[config.mk]
export PLATFORM = sky130hd
export DESIGN_NAME = cpu_load_window_monitor
export DESIGN_NICKNAME = d
export VERILOG_FILES = /design/src/rtl/clwm_pkg.sv /design/src/rtl/clwm_regs.sv /design/src/rtl/clwm_front.sv /design/src/rtl/clwm_back.sv /design/src/rtl/cpu_load_window_monitor.sv
export SDC_FILE = /design/constraint.sdc
export NUM_CORES = 2
export LEC_CHECK = 0
export ABC_AREA = 1
export BUFFER_PORTS_ARGS = -buffer_cell sky130_fd_sc_hd__buf_2
export CORE_MARGIN = 4
export CORE_UTILIZATION = 44
export CTS_CLUSTER_SIZE = 16
export DETAILED_ROUTE_END_ITERATION = 12
export SLEW_MARGIN = 20
export SYNTH_ARGS = -nofsm -noshare
export SYNTH_HDL_FRONTEND = slang
export SYNTH_SLANG_ARGS = --single-unit
[constraint.sdc]
create_clock -name i_clk -period 13 [get_ports i_clk]
set_clock_uncertainty 0.2 [all_clocks]
set_input_delay 0 -clock i_clk [delete_from_list [all_inputs] [get_ports i_clk]]
set_output_delay 0 -clock i_clk [all_outputs]
set_load 0.02 [all_outputs]
[src/rtl/clwm_pkg.sv]
// Shared types and constants of the CPU load window monitor.
// Used by every module of the block; depends on nothing else.
`timescale 1ns / 1ps
`default_nettype none

package clwm_pkg;

    localparam int unsigned PCT_W        = 7;
    localparam int unsigned REF_W        = 24;
    localparam int unsigned WIN_W        = 16;
    localparam int unsigned TIME_W       = 32;
    localparam int unsigned CNT_W        = 32;
    localparam int unsigned APB_AW       = 3;
    localparam int unsigned APB_DW       = 32;
    localparam int unsigned QUEUE_DEPTH  = 2;
    localparam int unsigned SMOOTH_DEPTH_DEF = 5;

    localparam logic [REF_W-1:0] REF_RESET    = REF_W'(1855000);
    localparam logic [WIN_W-1:0] WINDOW_RESET = WIN_W'(1000);
    localparam logic [PCT_W-1:0] LOAD_FULL    = PCT_W'(100);

    // Operation codes of an input transaction.
    localparam logic [1:0] OP_IDLE0 = 2'd0;
    localparam logic [1:0] OP_IDLE1 = 2'd1;
    localparam logic [1:0] OP_QUERY = 2'd2;

    // Register indexes, taken from paddr[2].
    localparam logic REG_REF    = 1'b0;
    localparam logic REG_WINDOW = 1'b1;

    typedef struct packed {
        logic [REF_W-1:0] full_idle_reference;
        logic [WIN_W-1:0] window_ms;
    } t_cfg;

    typedef struct packed {
        logic              query;
        logic              core;
        logic [TIME_W-1:0] now_ms;
    } t_item;

endpackage

`default_nettype wire

[src/rtl/clwm_regs.sv]
// Configuration registers of the CPU load window monitor behind an APB-style port.
// Depends on clwm_pkg.
`timescale 1ns / 1ps
`default_nettype none

module clwm_regs import clwm_pkg::*; (
    input  wire logic              i_clk,
    input  wire logic              i_rst_n,
    input  wire logic              psel,
    input  wire logic              penable,
    input  wire logic              pwrite,
    input  wire logic [APB_AW-1:0] paddr,
    input  wire logic [APB_DW-1:0] pwdata,
    output logic      [APB_DW-1:0] prdata,
    output logic                   pready,
    output t_cfg                   o_cfg
);

    logic [REF_W-1:0] r_ref;
    logic [WIN_W-1:0] r_window;
    logic             wr_en;

    assign wr_en  = psel && penable && pwrite;
    assign pready = 1'b1;

    always_ff @(posedge i_clk) begin
        if (!i_rst_n) begin
            r_ref    <= REF_RESET;
            r_window <= WINDOW_RESET;
        end else if (wr_en) begin
            unique case (paddr[2])
                REG_REF:    r_ref    <= pwdata[REF_W-1:0];
                REG_WINDOW: r_window <= pwdata[WIN_W-1:0];
                default:    r_ref    <= r_ref;
            endcase
        end
    end

    always_comb begin
        unique case (paddr[2])
            REG_REF:    prdata = APB_DW'(r_ref);
            REG_WINDOW: prdata = APB_DW'(r_window);
            default:    prdata = '0;
        endcase
    end

    assign o_cfg.full_idle_reference = r_ref;
    assign o_cfg.window_ms           = r_window;

endmodule

`default_nettype wire

[src/rtl/clwm_front.sv]
// Input side of the CPU load window monitor: accepts transactions, sorts them
// into idle events and queries, and buffers them in a short queue. Depends on clwm_pkg.
`timescale 1ns / 1ps
`default_nettype none

module clwm_front import clwm_pkg::*; (
    input  wire logic              i_clk,
    input  wire logic              i_rst_n,
    input  wire logic              i_push,
    output logic                   o_full,
    input  wire logic [1:0]        i_operation,
    input  wire logic [TIME_W-1:0] i_now_ms,
    output logic                   o_item_valid,
    output t_item                  o_item,
    input  wire logic              i_item_pop
);

    localparam int unsigned PTR_W = (QUEUE_DEPTH > 1) ? $clog2(QUEUE_DEPTH) : 1;
    localparam int unsigned FILL_W = $clog2(QUEUE_DEPTH + 1);

    t_item             r_mem [QUEUE_DEPTH];
    logic [PTR_W-1:0]  r_wr_ptr;
    logic [PTR_W-1:0]  r_rd_ptr;
    logic [FILL_W-1:0] r_fill;
    logic              known_op;
    logic              wr_en;
    logic              rd_en;
    t_item             new_item;

    // Unused operation codes are taken from the port and dropped here.
    assign known_op = (i_operation == OP_IDLE0) || (i_operation == OP_IDLE1)
                   || (i_operation == OP_QUERY);
    assign o_full   = (r_fill == FILL_W'(QUEUE_DEPTH));
    assign wr_en    = i_push && !o_full && known_op;
    assign rd_en    = i_item_pop && (r_fill != '0);

    assign new_item.query  = (i_operation == OP_QUERY);
    assign new_item.core   = (i_operation == OP_IDLE1);
    assign new_item.now_ms = i_now_ms;

    always_ff @(posedge i_clk) begin
        if (wr_en) begin
            r_mem[r_wr_ptr] <= new_item;
        end
    end

    always_ff @(posedge i_clk) begin
        if (!i_rst_n) begin
            r_wr_ptr <= '0;
            r_rd_ptr <= '0;
            r_fill   <= '0;
        end else begin
            if (wr_en) begin
                r_wr_ptr <= (r_wr_ptr == PTR_W'(QUEUE_DEPTH - 1)) ? '0 : r_wr_ptr + 1'b1;
            end
            if (rd_en) begin
                r_rd_ptr <= (r_rd_ptr == PTR_W'(QUEUE_DEPTH - 1)) ? '0 : r_rd_ptr + 1'b1;
            end
            if (wr_en && !rd_en) begin
                r_fill <= r_fill + 1'b1;
            end else if (rd_en && !wr_en) begin
                r_fill <= r_fill - 1'b1;
            end
        end
    end

    assign o_item_valid = (r_fill != '0);
    assign o_item       = r_mem[r_rd_ptr];

endmodule

`default_nettype wire

[src/rtl/clwm_back.sv]
// Execution side of the CPU load window monitor: idle counters, window timing,
// load computation with a shared bit-serial divider, history rings and result register.
// Depends on clwm_pkg.
`timescale 1ns / 1ps
`default_nettype none

module clwm_back import clwm_pkg::*; #(
    parameter int unsigned SMOOTH_DEPTH = SMOOTH_DEPTH_DEF
) (
    input  wire logic       i_clk,
    input  wire logic       i_rst_n,
    input  wire t_cfg       i_cfg,
    input  wire logic       i_item_valid,
    input  wire t_item      i_item,
    output logic            o_item_pop,
    output logic            o_empty,
    input  wire logic       i_pop,
    output logic [PCT_W-1:0] o_usage_percent,
    output logic [PCT_W-1:0] o_core0_percent,
    output logic [PCT_W-1:0] o_core1_percent,
    output logic            o_window_closed
);

    localparam int unsigned POS_W   = (SMOOTH_DEPTH > 1) ? $clog2(SMOOTH_DEPTH) : 1;
    localparam int unsigned SUM_W   = $clog2(100 * SMOOTH_DEPTH + 1);
    localparam int unsigned DIV_L   = $clog2(SMOOTH_DEPTH);
    localparam int unsigned RCP_S   = SUM_W + DIV_L;
    localparam int unsigned RCP_M_W = RCP_S + 1;
    localparam int unsigned RCP_M   = (2 ** RCP_S + SMOOTH_DEPTH - 1) / SMOOTH_DEPTH;
    localparam int unsigned MP_W    = SUM_W + RCP_M_W;
    localparam int unsigned STEP_W  = $clog2(PCT_W);
    localparam int unsigned PROD_W  = REF_W + PCT_W;

    typedef enum logic [2:0] {
        S_IDLE,
        S_MUL,
        S_PREP,
        S_DIV,
        S_UPDATE,
        S_MEAN,
        S_FIN
    } t_state;

    t_state              r_state;
    logic [CNT_W-1:0]    r_cnt0;
    logic [CNT_W-1:0]    r_cnt1;
    logic [TIME_W-1:0]   r_start;
    logic [TIME_W-1:0]   r_now;
    logic [PCT_W-1:0]    r_hist0 [SMOOTH_DEPTH];
    logic [PCT_W-1:0]    r_hist1 [SMOOTH_DEPTH];
    logic [POS_W-1:0]    r_pos;
    logic [SUM_W-1:0]    r_sum0;
    logic [SUM_W-1:0]    r_sum1;
    logic [PCT_W-1:0]    r_smooth0;
    logic [PCT_W-1:0]    r_smooth1;
    logic                r_core;
    logic [PROD_W-1:0]   r_prod;
    logic [CNT_W-1:0]    r_rem;
    logic [PCT_W-1:0]    r_quot;
    logic [STEP_W-1:0]   r_step;
    logic [PCT_W-1:0]    r_load0;
    logic [PCT_W-1:0]    r_load1;
    logic [MP_W-1:0]     r_mprod0;
    logic [MP_W-1:0]     r_mprod1;
    logic                r_out_valid;
    logic [PCT_W-1:0]    r_out_usage;
    logic [PCT_W-1:0]    r_out_core0;
    logic [PCT_W-1:0]    r_out_core1;
    logic                r_out_closed;

    logic [CNT_W-1:0]    ref_ext;
    logic [CNT_W-1:0]    cur_count;
    logic [CNT_W-1:0]    div_d;
    logic                div_ge;
    logic [PCT_W-1:0]    n_quot;
    logic [PCT_W-1:0]    n_load;
    logic                load_done;
    logic [TIME_W-1:0]   elapsed;
    logic                closes;
    logic                item_take;
    logic [SUM_W-1:0]    n_sum0;
    logic [SUM_W-1:0]    n_sum1;
    logic [PCT_W-1:0]    n_smooth0;
    logic [PCT_W-1:0]    n_smooth1;
    logic [RCP_M_W-1:0]  rcp_m;
    logic [POS_W-1:0]    n_pos;

    function automatic logic [PCT_W-1:0] mean_of_two(input logic [PCT_W-1:0] a,
                                                      input logic [PCT_W-1:0] b);
        logic [PCT_W:0] s;
        s = {1'b0, a} + {1'b0, b};
        return s[PCT_W:1];
    endfunction

    assign ref_ext   = CNT_W'(i_cfg.full_idle_reference);
    assign cur_count = r_core ? r_cnt1 : r_cnt0;
    assign rcp_m     = RCP_M_W'(RCP_M);

    // One quotient bit per cycle, most significant first; the quotient never exceeds 100.
    assign div_d  = ref_ext << r_step;
    assign div_ge = (r_rem >= div_d);
    assign n_quot = r_quot | (div_ge ? (PCT_W'(1) << r_step) : '0);

    always_comb begin
        load_done = 1'b0;
        n_load    = n_quot;
        if (r_state == S_MUL) begin
            if (cur_count > ref_ext) begin
                load_done = 1'b1;
                n_load    = '0;
            end else if (ref_ext == '0) begin
                load_done = 1'b1;
                n_load    = LOAD_FULL;
            end
        end else if (r_state == S_DIV && r_step == '0) begin
            load_done = 1'b1;
            n_load    = LOAD_FULL - n_quot;
        end
    end

    assign elapsed   = i_item.now_ms - r_start;
    assign closes    = (elapsed >= TIME_W'(i_cfg.window_ms));
    assign item_take = (r_state == S_IDLE) && i_item_valid
                    && (!i_item.query || !r_out_valid);
    assign o_item_pop = item_take;

    // Running ring sums: the entry being overwritten leaves, the new load enters.
    assign n_sum0    = r_sum0 - SUM_W'(r_hist0[r_pos]) + SUM_W'(r_load0);
    assign n_sum1    = r_sum1 - SUM_W'(r_hist1[r_pos]) + SUM_W'(r_load1);
    assign n_pos     = (r_pos == POS_W'(SMOOTH_DEPTH - 1)) ? '0 : r_pos + 1'b1;
    assign n_smooth0 = PCT_W'(r_mprod0 >> RCP_S);
    assign n_smooth1 = PCT_W'(r_mprod1 >> RCP_S);

    always_ff @(posedge i_clk) begin
        if (!i_rst_n) begin
            r_state      <= S_IDLE;
            r_cnt0       <= '0;
            r_cnt1       <= '0;
            r_start      <= '0;
            r_pos        <= '0;
            r_sum0       <= '0;
            r_sum1       <= '0;
            r_smooth0    <= '0;
            r_smooth1    <= '0;
            r_core       <= 1'b0;
            r_out_valid  <= 1'b0;
            for (int k = 0; k < SMOOTH_DEPTH; k++) begin
                r_hist0[k] <= '0;
                r_hist1[k] <= '0;
            end
        end else begin
            if (i_pop && r_out_valid) begin
                r_out_valid <= 1'b0;
            end
            if (load_done) begin
                if (r_core) begin
                    r_load1 <= n_load;
                end else begin
                    r_load0 <= n_load;
                end
            end
            unique case (r_state)
                S_IDLE: begin
                    if (item_take) begin
                        if (!i_item.query) begin
                            if (i_item.core) begin
                                r_cnt1 <= (r_cnt1 == '1) ? r_cnt1 : r_cnt1 + 1'b1;
                            end else begin
                                r_cnt0 <= (r_cnt0 == '1) ? r_cnt0 : r_cnt0 + 1'b1;
                            end
                        end else if (closes) begin
                            r_now   <= i_item.now_ms;
                            r_core  <= 1'b0;
                            r_state <= S_MUL;
                        end else begin
                            r_out_valid  <= 1'b1;
                            r_out_usage  <= mean_of_two(r_smooth0, r_smooth1);
                            r_out_core0  <= r_smooth0;
                            r_out_core1  <= r_smooth1;
                            r_out_closed <= 1'b0;
                        end
                    end
                end
                S_MUL: begin
                    if (load_done) begin
                        r_core  <= 1'b1;
                        r_state <= r_core ? S_UPDATE : S_MUL;
                    end else begin
                        r_prod  <= PROD_W'(cur_count[REF_W-1:0]) * PROD_W'(LOAD_FULL);
                        r_state <= S_PREP;
                    end
                end
                S_PREP: begin
                    // Adding reference minus one turns the floor quotient into a ceiling.
                    r_rem   <= CNT_W'(r_prod) + ref_ext - CNT_W'(1);
                    r_quot  <= '0;
                    r_step  <= STEP_W'(PCT_W - 1);
                    r_state <= S_DIV;
                end
                S_DIV: begin
                    if (div_ge) begin
                        r_rem <= r_rem - div_d;
                    end
                    r_quot <= n_quot;
                    if (r_step == '0) begin
                        r_core  <= 1'b1;
                        r_state <= r_core ? S_UPDATE : S_MUL;
                    end else begin
                        r_step <= r_step - 1'b1;
                    end
                end
                S_UPDATE: begin
                    r_hist0[r_pos] <= r_load0;
                    r_hist1[r_pos] <= r_load1;
                    r_sum0  <= n_sum0;
                    r_sum1  <= n_sum1;
                    r_pos   <= n_pos;
                    r_cnt0  <= '0;
                    r_cnt1  <= '0;
                    r_start <= r_now;
                    r_state <= S_MEAN;
                end
                S_MEAN: begin
                    // Division by the ring depth as a multiply by its rounded-up reciprocal.
                    r_mprod0 <= MP_W'(r_sum0) * MP_W'(rcp_m);
                    r_mprod1 <= MP_W'(r_sum1) * MP_W'(rcp_m);
                    r_state  <= S_FIN;
                end
                S_FIN: begin
                    r_smooth0    <= n_smooth0;
                    r_smooth1    <= n_smooth1;
                    r_out_valid  <= 1'b1;
                    r_out_usage  <= mean_of_two(n_smooth0, n_smooth1);
                    r_out_core0  <= n_smooth0;
                    r_out_core1  <= n_smooth1;
                    r_out_closed <= 1'b1;
                    r_state      <= S_IDLE;
                end
                default: begin
                    r_state <= S_IDLE;
                end
            endcase
        end
    end

    assign o_empty         = !r_out_valid;
    assign o_usage_percent = r_out_usage;
    assign o_core0_percent = r_out_core0;
    assign o_core1_percent = r_out_core1;
    assign o_window_closed = r_out_closed;

endmodule

`default_nettype wire

[src/rtl/cpu_load_window_monitor.sv]
// Top level of the CPU load window monitor: configuration registers, input queue
// and execution unit. Depends on clwm_pkg, clwm_regs, clwm_front and clwm_back.
//
// The monitor counts idle events of two cores and answers each usage query with the
// smoothed load of both cores. Transactions enter a two-entry queue and are executed in
// order by one execution unit, one at a time. A query that closes the window takes, per
// core, at most a multiply, a setup step and the bit-serial divider that forms the
// ceiling of count*100/reference, then an update of the history rings, a scaling of
// the ring sums by the reciprocal of the ring depth and the load of the result. The
// divider is shared by the two cores. A query waits at the head of the queue while an
// earlier result has not been popped, and the transactions behind it wait as well.
// Operation code 3 is accepted and discarded.
`timescale 1ns / 1ps
`default_nettype none

module cpu_load_window_monitor import clwm_pkg::*; #(
    parameter int unsigned SMOOTH_DEPTH = SMOOTH_DEPTH_DEF
) (
    input  wire logic              i_clk,
    input  wire logic              i_rst_n,
    input  wire logic              push,
    output logic                   full,
    input  wire logic [1:0]        i_operation,
    input  wire logic [TIME_W-1:0] i_now_ms,
    output logic                   empty,
    input  wire logic              pop,
    output logic [PCT_W-1:0]       o_usage_percent,
    output logic [PCT_W-1:0]       o_core0_percent,
    output logic [PCT_W-1:0]       o_core1_percent,
    output logic                   o_window_closed,
    input  wire logic              psel,
    input  wire logic              penable,
    input  wire logic              pwrite,
    input  wire logic [APB_AW-1:0] paddr,
    input  wire logic [APB_DW-1:0] pwdata,
    output logic      [APB_DW-1:0] prdata,
    output logic                   pready
);

    t_cfg  cfg;
    t_item item;
    logic  item_valid;
    logic  item_pop;

    clwm_regs u_regs (
        .i_clk   (i_clk),
        .i_rst_n (i_rst_n),
        .psel    (psel),
        .penable (penable),
        .pwrite  (pwrite),
        .paddr   (paddr),
        .pwdata  (pwdata),
        .prdata  (prdata),
        .pready  (pready),
        .o_cfg   (cfg)
    );

    clwm_front u_front (
        .i_clk        (i_clk),
        .i_rst_n      (i_rst_n),
        .i_push       (push),
        .o_full       (full),
        .i_operation  (i_operation),
        .i_now_ms     (i_now_ms),
        .o_item_valid (item_valid),
        .o_item       (item),
        .i_item_pop   (item_pop)
    );

    clwm_back #(
        .SMOOTH_DEPTH (SMOOTH_DEPTH)
    ) u_back (
        .i_clk           (i_clk),
        .i_rst_n         (i_rst_n),
        .i_cfg           (cfg),
        .i_item_valid    (item_valid),
        .i_item          (item),
        .o_item_pop      (item_pop),
        .o_empty         (empty),
        .i_pop           (pop),
        .o_usage_percent (o_usage_percent),
        .o_core0_percent (o_core0_percent),
        .o_core1_percent (o_core1_percent),
        .o_window_closed (o_window_closed)
    );

endmodule

`default_nettype wire

==> impl_metrics.env <==
export IMPL_first_global_vias=27800
export IMPL_max_freq_ghz=0.176
export IMPL_cts_tree="done"
export IMPL_drc=0
export IMPL_syn_instance_count=4409
export IMPL_path_max_fanout=34
export IMPL_start_kind="flop"
export IMPL_reg2reg_depth=17
export IMPL_synthArstFlopShare_pct=0
export IMPL_detail_route_wl_per_cell_um=16.6
export IMPL_hold_path_class="in -> reg"
export IMPL_syn_avg_cell_area_sq_um=8.04
export IMPL_hold_depth=4
export IMPL_highest_layer="met4"
export IMPL_wl_met3_um=4520
export IMPL_min_period_over_period_pct=43.7
export IMPL_grt_ovfl_total=0
export IMPL_antenna_found_initial=0
export IMPL_start_util_pct=44.6
export IMPL_io_pins=133
export IMPL_min_period_ps=5680
export IMPL_cts_buffers=58
export IMPL_fill_cells=7752
export IMPL_area_growth_pct=14.0
export IMPL_drtIter0Drc=2016
export IMPL_grt_setup_unrepaired="no"
export IMPL_maxCapViolations=0
export IMPL_power_density_nw_per_um2=128
export IMPL_synth_flop_cell="edfxtp_1"
export IMPL_seq_area_frac_synth_pct=38.6
export IMPL_htree_levels=2
export IMPL_tightest_slew_ps=1090
export IMPL_clockRootBuffer="clkbuf_16"
export IMPL_hold_violations=0
export IMPL_cts_buffer_depth=3
export IMPL_final_setup_viol_count=0
export IMPL_slew_violations=0
export IMPL_fp_dieW_um=292
export IMPL_cts_sinks=517
export IMPL_place_detailed_hpwl_um=70700
export IMPL_cp_arrival_ps=5830
export IMPL_synth_cell_types=68
export IMPL_gp_congestion=0.894
export IMPL_relSlewSlack_pct=26.3
export IMPL_vias=29600
export IMPL_die_h_um=292
export IMPL_crit_path_end_kind="flop"
export IMPL_wl_met2_um=44700
export IMPL_synth_area_sq_um=35400
export IMPL_worstReg2RegStart="u_back.r_step[1]$_SDFFCE_PN1P_"
export IMPL_track_usage_pct=21.7
export IMPL_r2r_end="u_back.r_load0[4]$_DFFE_PP_"
export IMPL_cellLeakagePower_uw=0.0186
export IMPL_status="completed"
export IMPL_clk_latency_ps=650
export IMPL_worstSetupPathType="reg -> reg"
export IMPL_synth_edf_count=333
export IMPL_layout_nets=5145
export IMPL_final_common_cell="nand2_1"
export IMPL_synth_area_top_cells="edfxtp_1, ha_1, dfxtp_1, nand2_1, inv_1"
export IMPL_clk_pin_slew_ps=60
export IMPL_drt_wl_total_um=95000
export IMPL_drive_gt1_share_pct=7.70
export IMPL_drt_vias_per_instance=5.17
export IMPL_peakVddDrop_v=0.000112
export IMPL_hold_worst_slack_ps=17.0
export IMPL_numPortBuffers=113
export IMPL_grt_pass1_wl_um=149000
export IMPL_yosys_area_top_type_share_pct=28.2
export IMPL_rrSetupSlack_ps=7320
export IMPL_drt_first_pass_iters=6
export IMPL_min_to="u_regs.r_ref[22]$_SDFFE_PN0P_"
export IMPL_postRouteAntennaNets=0
export IMPL_cp_required_ps=13150
export IMPL_synth_warnings=0
export IMPL_cts_setup_buffers=0
export IMPL_num_antenna_cells=0
export IMPL_yosys_register_bits=517
export IMPL_min_delay_start="pwdata[22]"
export IMPL_yosysTopAreaCell="edfxtp_1"
export IMPL_m1WireLength_um=43000
export IMPL_tns_ps=0
export IMPL_die_area_sq_um=85200
export IMPL_mostFrequentLayoutCells="nand2_1, inv_1, nor2_1"
export IMPL_placementRows=103
export IMPL_grt_max_degree=58
export IMPL_core_area_sq_um=79400
-- critical path: stages, from the launching register on --
cell,delay (ps)
edfxtp_1,900
inv_1,720
o21ai_0,500
o21ai_0,160
ha_1,350
nand2_1,80
inv_1,70
nand2_1,90
nor4_1,850
o21ai_2,170
nand2_2,220
a21oi_2,130
ha_1,210
inv_1,80
nand2_1,70
nand2_1,60
nand2_1,60
o21ai_0,450
-- through the flow --
stage / utilization (%) / setup slack [ps] / instance area, sq um / instances / total power [uW]
2_1_floorplan: - / 6160 / 35500 / 4416 / 3070
3_3_place_gp: 46.8 / 7510 / 37200 / 5498 / 3470
3_5_place_dp: 46.8 / 7520 / 37200 / 5498 / 3490
4_1_cts: 50.9 / 7510 / 40400 / 5735 / 5210
5_1_grt: 50.9 / 6910 / 40400 / 5736 / 5500
6_report: 50.9 / 7320 / 40400 / 5736 / 5190
-- sequential cells by signal, indices dropped and copies added (netlist names), 9 cells and up, named ones only --
| name | flops |
|---|---|
| u_back.r_prod | 29 |
| u_regs.r_ref | 24 |
| u_back.r_now | 32 |
| u_back.r_cnt1 | 32 |
| u_front.r_mem | 68 |
| u_back.r_cnt0 | 32 |
| u_back.r_start | 32 |
| u_back.r_hist1 | 56 |
| u_back.r_hist0 | 56 |
| u_back.r_rem | 32 |
| u_back.r_sum0 | 9 |
| u_regs.r_window | 16 |
| u_back.r_sum1 | 9 |
-- cell type report --
class / count / area (sq um) / share of cell area (%)
Clock inverter: 41 / 410 / 1.02
Tap cell: 1050 / 1310 / 3.25
Clock buffer: 69 / 1530 / 3.80
Sequential cell: 517 / 13700 / 33.9
Timing Repair Buffer: 267 / 2050 / 5.08
Inverter: 782 / 2940 / 7.27
Multi-Input combinational cell: 3010 / 18500 / 45.7
-- routing by layer --
| metal | GRT usage (%) | vias up |
|---|---|---|
| met3 | 2.75 | 143 |
| li1 | - | 15000 |
| met5 | 0 | - |
| met2 | 36.9 | 669 |
| met1 | 29.1 | 13800 |
| met4 | 6.19 | 0 |
-- power by group --
group | switching, uW | internal (uW)
Sequential | 38.0 | 1890
Combinational | 1030 | 530
Clock | 725 | 968
-- synth_stat cells (all sizes together) (30+ instances only) --
cell type and number:
nand2 813, inv 780, nor2 486, o21ai 411, ha 367, edfxtp 333
a21oi 290, dfxtp 184, nand3 108, clkbuf 82, nor3 72, fa 66
xor2 58, nand4 48, mux2 30, o22ai 30
-- repair_timing --
action	in CTS	in global routing
hold endpoints to repair	129	0
gates resized for setup	0	0
hold buffers	127	0
-- how the worst max path moves through the flow --
| stage | startpoint | end | slack, ps | depth (start not counted) |
|---|---|---|---|---|
| floorplan | flop | u_back.r_now[0]$_DFFE_PP_ | 6160 | 23 |
| global placement | u_back.r_step[1]$_SDFFCE_PN1P_ | u_back.r_load0[4]$_DFFE_PP_ | 7510 | 17 |
| detailed placement | u_back.r_step[1]$_SDFFCE_PN1P_ | u_back.r_load0[4]$_DFFE_PP_ | 7520 | 17 |
| CTS | u_back.r_step[1]$_SDFFCE_PN1P_ | u_back.r_load0[4]$_DFFE_PP_ | 7510 | 17 |
| global route | u_back.r_step[1]$_SDFFCE_PN1P_ | u_back.r_load0[4]$_DFFE_PP_ | 6910 | 17 |
| finish | u_back.r_step[1]$_SDFFCE_PN1P_ | u_back.r_load0[4]$_DFFE_PP_ | 7320 | 17 |
-- cells by family after synthesis --
group / synth area share [%]
mux: 1.07
flops: 38.6
other cells: 0.0212
buf+inv: 9.55
fa+ha+maj: 16.7
simple gates: 18.8
compound gates: 13.1
xor+xnor: 2.15
Power figures use the tool's default switching activity.
